`config.mk`:
```
export PLATFORM = sky130hd
export DESIGN_NAME = weighted_residual_fit_norm_unit
export DESIGN_NICKNAME = d
export VERILOG_FILES = /design/src/hw/rtl/wrfn_pkg.sv /design/src/hw/rtl/wrfn_front.sv /design/src/hw/rtl/wrfn_back.sv /design/src/hw/rtl/weighted_residual_fit_norm_unit.sv
export SDC_FILE = /design/constraint.sdc
export NUM_CORES = 2
export LEC_CHECK = 0
export BUFFER_PORTS_ARGS = -buffer_cell sky130_fd_sc_hd__buf_4
export CORE_ASPECT_RATIO = 1.4
export CORE_MARGIN = 2
export CORE_UTILIZATION = 45
export CTS_CLUSTER_DIAMETER = 30
export DETAILED_ROUTE_END_ITERATION = 6
export RECOVER_POWER = 50
export SKIP_LAST_GASP = 1
export SLEW_MARGIN = 20
export SYNTH_ARGS = -nofsm -noshare
export SYNTH_HDL_FRONTEND = slang
export SYNTH_HIERARCHICAL = 1
export SYNTH_SLANG_ARGS = --single-unit
```
`constraint.sdc`:
```
create_clock -name clk -period 12.6 [get_ports clk]
set_input_delay 2.52 -clock clk [delete_from_list [all_inputs] [get_ports clk]]
set_output_delay 2.52 -clock clk [all_outputs]
set_load 0.02 [all_outputs]
```
`src/hw/rtl/wrfn_pkg.sv`:
```
// ============================================================================
// wrfn_pkg: shared types and constants
// Types, constants and the state enums used by the fit norm unit.
// ============================================================================
package wrfn_pkg;

    localparam int FRAC_BITS = 16;
    localparam int DIV_STEPS = 32 + FRAC_BITS + 1; // quotient bits kept (49)

    typedef enum logic [1:0] {
        MODE_PLAIN     = 2'd0,
        MODE_CHI       = 2'd1,
        MODE_SIM       = 2'd2,
        MODE_MEAN      = 2'd3
    } obj_mode_t;

    typedef struct packed {
        logic signed [31:0] sim_value;
        logic signed [31:0] exp_value;
        logic signed [31:0] scale_value;
        logic               last_point;
    } point_t;

    typedef struct packed {
        logic [31:0] fit_value;
        logic        saturated;
        logic        zero_divisor;
    } fit_t;

    // classified request between front and back
    typedef struct packed {
        logic [32:0] dmag;     // |(|sim| - exp)|
        logic [31:0] divisor;  // |sim| or |scale|
        logic        do_div;
        logic        zero_div;
        logic        last;
    } job_t;

    typedef enum logic [2:0] {
        BK_IDLE,
        BK_DIV,
        BK_SQR,
        BK_MUL,
        BK_ACC,
        BK_ROOT,
        BK_OUT
    } back_state_t;

endpackage

```
`src/hw/rtl/wrfn_front.sv`:
```
// ============================================================================
// wrfn_front: input classification and job queue
// Forms residual magnitude and divisor; holds jobs in a two-entry queue.
// ============================================================================
module wrfn_front (
    input  logic               clk,
    input  logic               rst_n,
    input  logic [1:0]         obj_mode,
    input  wrfn_pkg::point_t   point,
    input  logic               push,
    output logic               full,
    output wrfn_pkg::job_t     job,
    output logic               job_valid,
    input  logic               job_take
);
    logic [32:0]        sim_abs;
    logic [32:0]        scale_abs;
    logic signed [34:0] diff;
    wrfn_pkg::job_t     job_in;
    wrfn_pkg::job_t     q_reg [2];
    logic               rd_ptr_reg, rd_ptr_next;
    logic               wr_ptr_reg, wr_ptr_next;
    logic [1:0]         cnt_reg, cnt_next;
    logic               do_push, do_pop;

    always_comb
    begin
        sim_abs   = point.sim_value[31] ? 33'(-{point.sim_value[31], point.sim_value})
                                        : {1'b0, point.sim_value};
        scale_abs = point.scale_value[31]
                  ? 33'(-{point.scale_value[31], point.scale_value})
                  : {1'b0, point.scale_value};
        diff      = $signed({2'b00, sim_abs}) - 35'(point.exp_value);
        job_in.dmag = diff[34] ? 33'(-diff) : diff[32:0];
        job_in.divisor = 32'(obj_mode == 2'(wrfn_pkg::MODE_SIM) ? sim_abs : scale_abs);
        // |x| of a 32-bit value can be 2^31, fits 32 bits unsigned
        job_in.do_div   = (obj_mode != 2'(wrfn_pkg::MODE_PLAIN));
        job_in.zero_div = job_in.do_div &&
            ((obj_mode == 2'(wrfn_pkg::MODE_SIM) ? sim_abs : scale_abs) == 33'd0);
        job_in.last     = point.last_point;
    end

    assign full      = (cnt_reg == 2'd2);
    assign job_valid = (cnt_reg != 2'd0);
    assign job       = q_reg[rd_ptr_reg];
    assign do_push   = push && !full;
    assign do_pop    = job_take && job_valid;

    always_comb
    begin
        wr_ptr_next = do_push ? !wr_ptr_reg : wr_ptr_reg;
        rd_ptr_next = do_pop  ? !rd_ptr_reg : rd_ptr_reg;
        cnt_next    = cnt_reg + 2'(do_push) - 2'(do_pop);
    end

    always_ff @(posedge clk or negedge rst_n)
    begin
        if (!rst_n)
        begin
            rd_ptr_reg <= 1'b0;
            wr_ptr_reg <= 1'b0;
            cnt_reg    <= 2'd0;
        end
        else
        begin
            rd_ptr_reg <= rd_ptr_next;
            wr_ptr_reg <= wr_ptr_next;
            cnt_reg    <= cnt_next;
        end
    end

    always_ff @(posedge clk)
    begin
        if (do_push)
        begin
            q_reg[wr_ptr_reg] <= job_in;
        end
    end
endmodule

```
`src/hw/rtl/wrfn_back.sv`:
```
// ============================================================================
// wrfn_back: divide, square, accumulate, root
// Shared restoring divider, one squaring, saturating sum, bit-pair sqrt.
// ============================================================================
module wrfn_back (
    input  logic               clk,
    input  logic               rst_n,
    input  wrfn_pkg::job_t     job,
    input  logic               job_valid,
    output logic               job_take,
    output wrfn_pkg::fit_t     result,
    output logic               empty,
    input  logic               pop
);
    localparam int NW = 33 + wrfn_pkg::FRAC_BITS; // dividend width

    wrfn_pkg::back_state_t state_reg, state_next;
    logic [5:0]    cnt_reg, cnt_next;
    logic [NW-1:0] num_reg, num_next;   // dividend shifts out, quotient shifts in
    logic [32:0]   rem_reg, rem_next;
    logic [31:0]   div_reg, div_next;
    logic [31:0]   r_reg, r_next;
    logic [63:0]   term_reg;
    logic [63:0]   acc_reg, acc_next;
    logic          sat_reg, sat_next;
    logic          zd_reg, zd_next;
    logic          last_reg, last_next;
    logic [63:0]   sx_reg, sx_next;     // sqrt remainder (radicand low part)
    logic [63:0]   sroot_reg, sroot_next;
    logic [63:0]   sbit_reg, sbit_next;
    wrfn_pkg::fit_t out_reg, out_next;
    logic          full_out_reg, full_out_next;

    logic [33:0]   trial;
    logic [63:0]   prod;
    logic [64:0]   sum65;
    logic [63:0]   cand;
    logic          out_free;

    assign out_free = !full_out_reg || pop;
    assign empty    = !full_out_reg;
    assign result   = out_reg;
    assign prod     = 64'(r_reg) * 64'(r_reg);
    assign trial    = {rem_reg, num_reg[NW-1]} - {2'b00, div_reg};
    assign sum65    = {1'b0, acc_reg} + {1'b0, term_reg};
    assign cand     = sroot_reg + sbit_reg;

    // next state
    always_comb
    begin
        state_next = state_reg;
        unique case (state_reg)
            wrfn_pkg::BK_IDLE:
                if (job_valid)
                begin
                    if (job.zero_div)
                        state_next = job.last ? wrfn_pkg::BK_ROOT : wrfn_pkg::BK_IDLE;
                    else if (job.do_div)
                        state_next = wrfn_pkg::BK_DIV;
                    else
                        state_next = wrfn_pkg::BK_SQR;
                end
            wrfn_pkg::BK_DIV:
                if (cnt_reg == 6'(NW - 1))
                    state_next = wrfn_pkg::BK_SQR;
            wrfn_pkg::BK_SQR:
                state_next = wrfn_pkg::BK_MUL;
            wrfn_pkg::BK_MUL:
                state_next = wrfn_pkg::BK_ACC;
            wrfn_pkg::BK_ACC:
                state_next = last_reg ? wrfn_pkg::BK_ROOT : wrfn_pkg::BK_IDLE;
            wrfn_pkg::BK_ROOT:
                if (sbit_reg == 64'd0)
                    state_next = wrfn_pkg::BK_OUT;
            wrfn_pkg::BK_OUT:
                if (out_free)
                    state_next = wrfn_pkg::BK_IDLE;
            default:
                state_next = wrfn_pkg::BK_IDLE;
        endcase
    end

    // datapath
    always_comb
    begin
        job_take      = 1'b0;
        cnt_next      = cnt_reg;
        num_next      = num_reg;
        rem_next      = rem_reg;
        div_next      = div_reg;
        r_next        = r_reg;
        acc_next      = acc_reg;
        sat_next      = sat_reg;
        zd_next       = zd_reg;
        last_next     = last_reg;
        sx_next       = sx_reg;
        sroot_next    = sroot_reg;
        sbit_next     = sbit_reg;
        out_next      = out_reg;
        full_out_next = full_out_reg && !pop;
        unique case (state_reg)
            wrfn_pkg::BK_IDLE:
                if (job_valid)
                begin
                    job_take  = 1'b1;
                    last_next = job.last;
                    cnt_next  = 6'd0;
                    rem_next  = 33'd0;
                    num_next  = {job.dmag, wrfn_pkg::FRAC_BITS'(0)};
                    div_next  = job.divisor;
                    if (job.zero_div)
                        zd_next = 1'b1;
                    if (job.dmag[32])
                    begin
                        r_next   = 32'hFFFF_FFFF;
                        if (!job.do_div)
                            sat_next = 1'b1;
                    end
                    else
                        r_next = job.dmag[31:0];
                end
            wrfn_pkg::BK_DIV:
            begin
                cnt_next = cnt_reg + 6'd1;
                if (!trial[33])
                begin
                    rem_next = trial[32:0];
                    num_next = {num_reg[NW-2:0], 1'b1};
                end
                else
                begin
                    rem_next = {rem_reg[31:0], num_reg[NW-1]};
                    num_next = {num_reg[NW-2:0], 1'b0};
                end
            end
            wrfn_pkg::BK_SQR:
            begin
                // quotient saturation happens here for divided jobs
                if (cnt_reg != 6'd0 && num_reg[NW-1:32] != '0)
                begin
                    r_next   = 32'hFFFF_FFFF;
                    sat_next = 1'b1;
                end
                else if (cnt_reg != 6'd0)
                    r_next = num_reg[31:0];
                cnt_next = 6'd0;
            end
            wrfn_pkg::BK_ACC:
            begin
                // term was registered in the multiply step
                if (sum65[64])
                begin
                    acc_next = 64'hFFFF_FFFF_FFFF_FFFF;
                    sat_next = 1'b1;
                end
                else
                    acc_next = sum65[63:0];
            end
            wrfn_pkg::BK_ROOT:
                if (sbit_reg != 64'd0)
                begin
                    if (sx_reg >= cand)
                    begin
                        sx_next    = sx_reg - cand;
                        sroot_next = (sroot_reg >> 1) + sbit_reg;
                    end
                    else
                        sroot_next = sroot_reg >> 1;
                    sbit_next = sbit_reg >> 2;
                end
            wrfn_pkg::BK_OUT:
                if (out_free)
                begin
                    full_out_next = 1'b1;
                    out_next.zero_divisor = zd_reg;
                    if (acc_reg[63:64-wrfn_pkg::FRAC_BITS] != '0)
                    begin
                        out_next.fit_value = 32'hFFFF_FFFF;
                        out_next.saturated = 1'b1;
                    end
                    else
                    begin
                        out_next.fit_value = (sroot_reg[63:32] != '0) ? 32'hFFFF_FFFF
                                                                      : sroot_reg[31:0];
                        out_next.saturated = sat_reg;
                    end
                    acc_next = 64'd0;
                    sat_next = 1'b0;
                    zd_next  = 1'b0;
                end
            default:
                ;
        endcase
        if (state_reg == wrfn_pkg::BK_ACC || state_reg == wrfn_pkg::BK_IDLE)
        begin
            sx_next    = acc_next << wrfn_pkg::FRAC_BITS;
            sroot_next = 64'd0;
            sbit_next  = 64'd1 << 62;
        end
    end

    always_ff @(posedge clk or negedge rst_n)
    begin
        if (!rst_n)
        begin
            state_reg    <= wrfn_pkg::BK_IDLE;
            acc_reg      <= 64'd0;
            sat_reg      <= 1'b0;
            zd_reg       <= 1'b0;
            full_out_reg <= 1'b0;
        end
        else
        begin
            state_reg    <= state_next;
            acc_reg      <= acc_next;
            sat_reg      <= sat_next;
            zd_reg       <= zd_next;
            full_out_reg <= full_out_next;
        end
    end

    always_ff @(posedge clk)
    begin
        cnt_reg   <= cnt_next;
        num_reg   <= num_next;
        rem_reg   <= rem_next;
        div_reg   <= div_next;
        r_reg     <= r_next;
        last_reg  <= last_next;
        sx_reg    <= sx_next;
        sroot_reg <= sroot_next;
        sbit_reg  <= sbit_next;
        out_reg   <= out_next;
        // settled r after the square step gives the term in the multiply step
        term_reg  <= prod >> wrfn_pkg::FRAC_BITS;
    end
endmodule

```
`src/hw/rtl/weighted_residual_fit_norm_unit.sv`:
```
// ============================================================================
// weighted_residual_fit_norm_unit: root of summed squared residuals
// Top level: configuration register, front classifier, back datapath.
// ============================================================================
// Usage:
//   Input queue: drive point and push; a request is taken when push && !full.
//   Each point forms |(|sim| - exp)|, optionally divides it by |scale| or
//   |sim| (obj_mode), squares it and adds it to a saturating 64-bit sum.
//   Result queue: result is valid while empty is low; pop takes it. Only a
//   point with last_point set yields a result (sqrt of the sum in Q16.16,
//   saturated and zero_divisor flags); the sum and flags then clear.
//   Mode 0 takes, squares, multiplies and accumulates each point; divided
//   modes insert 49 quotient bits from the shared restoring divider, one
//   bit a cycle, after the take (a zero divisor is taken and skipped).
//   A last point then runs the two-bit-per-cycle square root and loads the result.
//   A two-entry queue sits between front and back, so push may continue
//   while the back is busy; full rises when both entries are waiting.
//   If the receiver does not pop, the result register holds and the back
//   waits at its output step; points behind it queue up.
//   Reset (rst_n low, asynchronous) clears mode to 0, sum, flags, queues.
//   cfg_we writes obj_mode from cfg_data; write only while idle.
// ============================================================================
module weighted_residual_fit_norm_unit (
    input  logic             clk,
    input  logic             rst_n,
    input  logic             cfg_we,
    input  logic [1:0]       cfg_data,
    input  wrfn_pkg::point_t point,
    input  logic             push,
    output logic             full,
    output wrfn_pkg::fit_t   result,
    output logic             empty,
    input  logic             pop
);
    logic [1:0]     mode_reg;
    wrfn_pkg::job_t job;
    logic           job_valid;
    logic           job_take;

    always_ff @(posedge clk or negedge rst_n)
    begin
        if (!rst_n)
            mode_reg <= 2'(wrfn_pkg::MODE_PLAIN);
        else if (cfg_we)
            mode_reg <= cfg_data;
    end

    wrfn_front u_front (
        .clk       (clk),
        .rst_n     (rst_n),
        .obj_mode  (mode_reg),
        .point     (point),
        .push      (push),
        .full      (full),
        .job       (job),
        .job_valid (job_valid),
        .job_take  (job_take)
    );

    wrfn_back u_back (
        .clk       (clk),
        .rst_n     (rst_n),
        .job       (job),
        .job_valid (job_valid),
        .job_take  (job_take),
        .result    (result),
        .empty     (empty),
        .pop       (pop)
    );
endmodule

```
==> flow_summary_export.csv <==
group,metric,value,unit
global_route,grt_max_degree,82,
yosys,syn_area,69710,um2
cts,cts_tree,"done",
detailed_routing,first_iter_violations,2870,
timing,rsz0062_at_grt,"false",
timing,hold_viol,0,
timing,finalSetupTns,0,ps
final_layout,drive_gt1_share,8.003,%
placement,place_ws,3820,ps
min_path,holdPathEnd,"u_back/sx_reg[3]",
critical_path,rrSetupSlack,3810,ps
yosys,ys_warn_count,6,
global_route,grt_pass1_wl,327.0,mm
yosys,syn_nets,9013,
timing,relSlewSlack,-147.7,%
detailed_routing,via_per_inst,5.510,
detailed_routing,wirelength,209.3,mm
timing,period_needed,8785,ps
placement,place_area,72560,um2
yosys,async_flop_share,12.52,%
status,violations,"max-capacitance violations, max-slew violations",
critical_path,cpPeakStageDelay,600,ps
die,core,153600,um2
final_layout,synthToLayoutAreaGrowth,11.05,%
die,die_h,469.7,um
yosys,synthMostInstantiatedCell,"inv_1",
yosys,synth-seq-cells,607,
placement,gp_congestion,1.017,
critical_path,crit_type,"reg2reg",
min_path,hp-start,"u_back/sx_reg[3]",
critical_path,crit-reg2reg-capture,"u_back/term_reg[44]",
status,status,"complete, but fails checks",
critical_path,cp_slowest_cell,"clkinv_1",
yosys,synth_largest_area_cell,"fa_1",
global_route,grt_antenna_before_repair,3,
critical_path,cp_common_cell,"fa_1",
detailed_routing,routedWlPerCell,21.44,um
timing,skew,41.92,ps
yosys,netlist_top_cells_count,"1145 x inv_1, 795 x fa_1, 786 x nand2_1, 548 x ha_1, 427 x a21oi_1",
global_route,grt_pass1_vias,58190,
critical_path,reg2reg_from,"u_back/r_reg[16]",
global_route,track_usage,26.87,%
cts,cts_resized,0,
cts,clockBufferDepth,3,
die,pin_count,140,
final_layout,fin_area,77410,um2
run,drv_cap,14,
critical_path,critPathLaunchType,"register",
yosys,synthFlopType,"edfxtp_1",
cts,insertion_delay,790,ps
yosys,synth_top_area_share,22.83,%
critical_path,required,13240,ps
critical_path,r2r_cells,25,
placement,port_buffers,139,
timing,post-route-period-util,69.72,%
global_route,grt_overflow_total,0,
timing,worst_slew_pin_slew,3716,ps
timing,max_freq,113.8,MHz
die,die_w,336.6,um
cts,htree_levels,4,
final_layout,fill_cells,14520,
yosys,synthCells,7566,
detailed_routing,drc,0,
critical_path,critPathArrivalTime,9420,ps
final_layout,largest_reg_flops,136,
yosys,synthTopCellsByArea,"fa_1 23%, edfxtp_1 16%, ha_1 9.8%",
die,rows,170,
cts,holdBufCountCts,0,
die,dieArea,158100,um2
detailed_routing,vias,53790,
final_layout,nNetsFinal,9024,
die,initial_core_util,45.39,%
critical_path,path_max_fanout,26,
cts,numCtsBuffers,143,
yosys,synth_edf_count,371,
timing,setup_slack,3815,ps
yosys,ys_types,113,
min_path,hold_depth,2,
yosys,synth-seq-area-share,23.31,%
cts,cts_sinks,607,
min_path,min_path_type,"reg2reg",
placement,dp_hpwl,166.0,mm
timing,finalMaxSlewViolations,636,
critical_path,critPathCaptureType,"register",
timing,setup_violations,0,
detailed_routing,antenna_left,0,
cts,cts.clk_slew.worst_paths,40,ps
detailed_routing,dr.pass1.iters,6,
cts,postCtsSetupRepairBufs,0,
cts,clk_root_buffer_cell,"clkbuf_16",
yosys,syn_avg_cell_area,9.213,um2
worst max path at each step:
stage | from | endpoint | slack, ps | cells past startpoint
global placement | u_back/r_reg[16] | u_back/term_reg[44] | 3900 | 25
CTS | u_back/r_reg[16] | u_back/term_reg[44] | 3820 | 25
detailed placement | u_back/r_reg[16] | u_back/term_reg[44] | 3820 | 25
global route | u_back/r_reg[16] | u_back/term_reg[44] | 3410 | 24
finish | u_back/r_reg[16] | u_back/term_reg[44] | 3810 | 25
floorplan | u_back/r_reg[5] | u_back/term_reg[44] | 4700 | 30
metal layers:
layer / GRT usage, % / share of wire (%) / vias up
li1: - / - / 25370
met5: 0 / 0.0057 / -
met3: 3.932 / 4.4 / 574
met1: 27.69 / 35 / 26340
met4: 19.72 / 8.4 / 2
met2: 49.00 / 52 / 1506
cells by family after synthesis:
group | after synthesis | synth area share (%)
AOI/OAI and AO/OA | 1523 | 14.23
xor gates and xnor gates | 451 | 5.667
adders and majority gates | 1343 | 32.67
buffers and inverters | 1492 | 8.190
DFF | 607 | 23.31
muxes | 129 | 1.994
other | 2 | 0.01077
and+or+nand+nor | 2019 | 13.93
cell type report:
type                    count  area (um2)  area share, %
inverters                1146        4302          5.557
multi-input cells        5467       47810          61.77
flip-flops and latches    607       16250          20.99
clock inverters            92        1097          1.418
clock buffers             173        3844          4.966
diodes                      1       2.502       0.003233
repair buffers            212        1520          1.964
well taps                2064        2582          3.336
cells in the final DEF (no fill, tap or decap), types with 36 or more instances in the layout:
cell       netlist  final
nor3_1          55     55
nor2_1         365    362
o21ai_0        306    305
nor4_1          43     43
a21oi_1        427    427
dfxtp_1        160    160
nand2_1        786    785
a21o_1         183    180
nor2b_1         45     44
mux2i_1         53     53
dfrtp_1         76     76
clkbuf_16        0    145
clkbuf_1       291     36
xnor2_1        259    258
a211oi_1        36     36
and2_1         266    263
a31oi_1         99     99
and3_1          75     75
mux2_2          75     69
xor2_1         192    192
nand2b_1        75     74
ha_1           548    548
buf_4            5    192
nand4_1         90     90
inv_1         1145   1144
o21bai_1        58     58
fa_1           795    795
nand3_1        114    114
edfxtp_1       371    371
worst max-delay path, delay by kind of cell (launching register included):
family,cells,cell delay (ps)
adders and majority gates,9,4420
xor gates and xnor gates,1,150
and+or+nand+nor,2,790
AOI/OAI and AO/OA,9,1870
buffers and inverters,4,1120
DFF,1,320
per-stage QoR:
| step | util (%) | hold WS, ps | cells |
|---|---|---|---|
| floorplan | - | 425.7 | 7566 |
| detailed placement | 47.25 | 456.1 | 9496 |
| finish | 50.40 | 465.3 | 9762 |
| global placement | 47.24 | 449.9 | 9496 |
| global route | 50.40 | 479.8 | 9762 |
| CTS | 50.47 | 461.8 | 9761 |
Power is left out: the tool's default activity adds up to more than one toggle a clock period on the data nets, which glitch-free logic cannot reach.
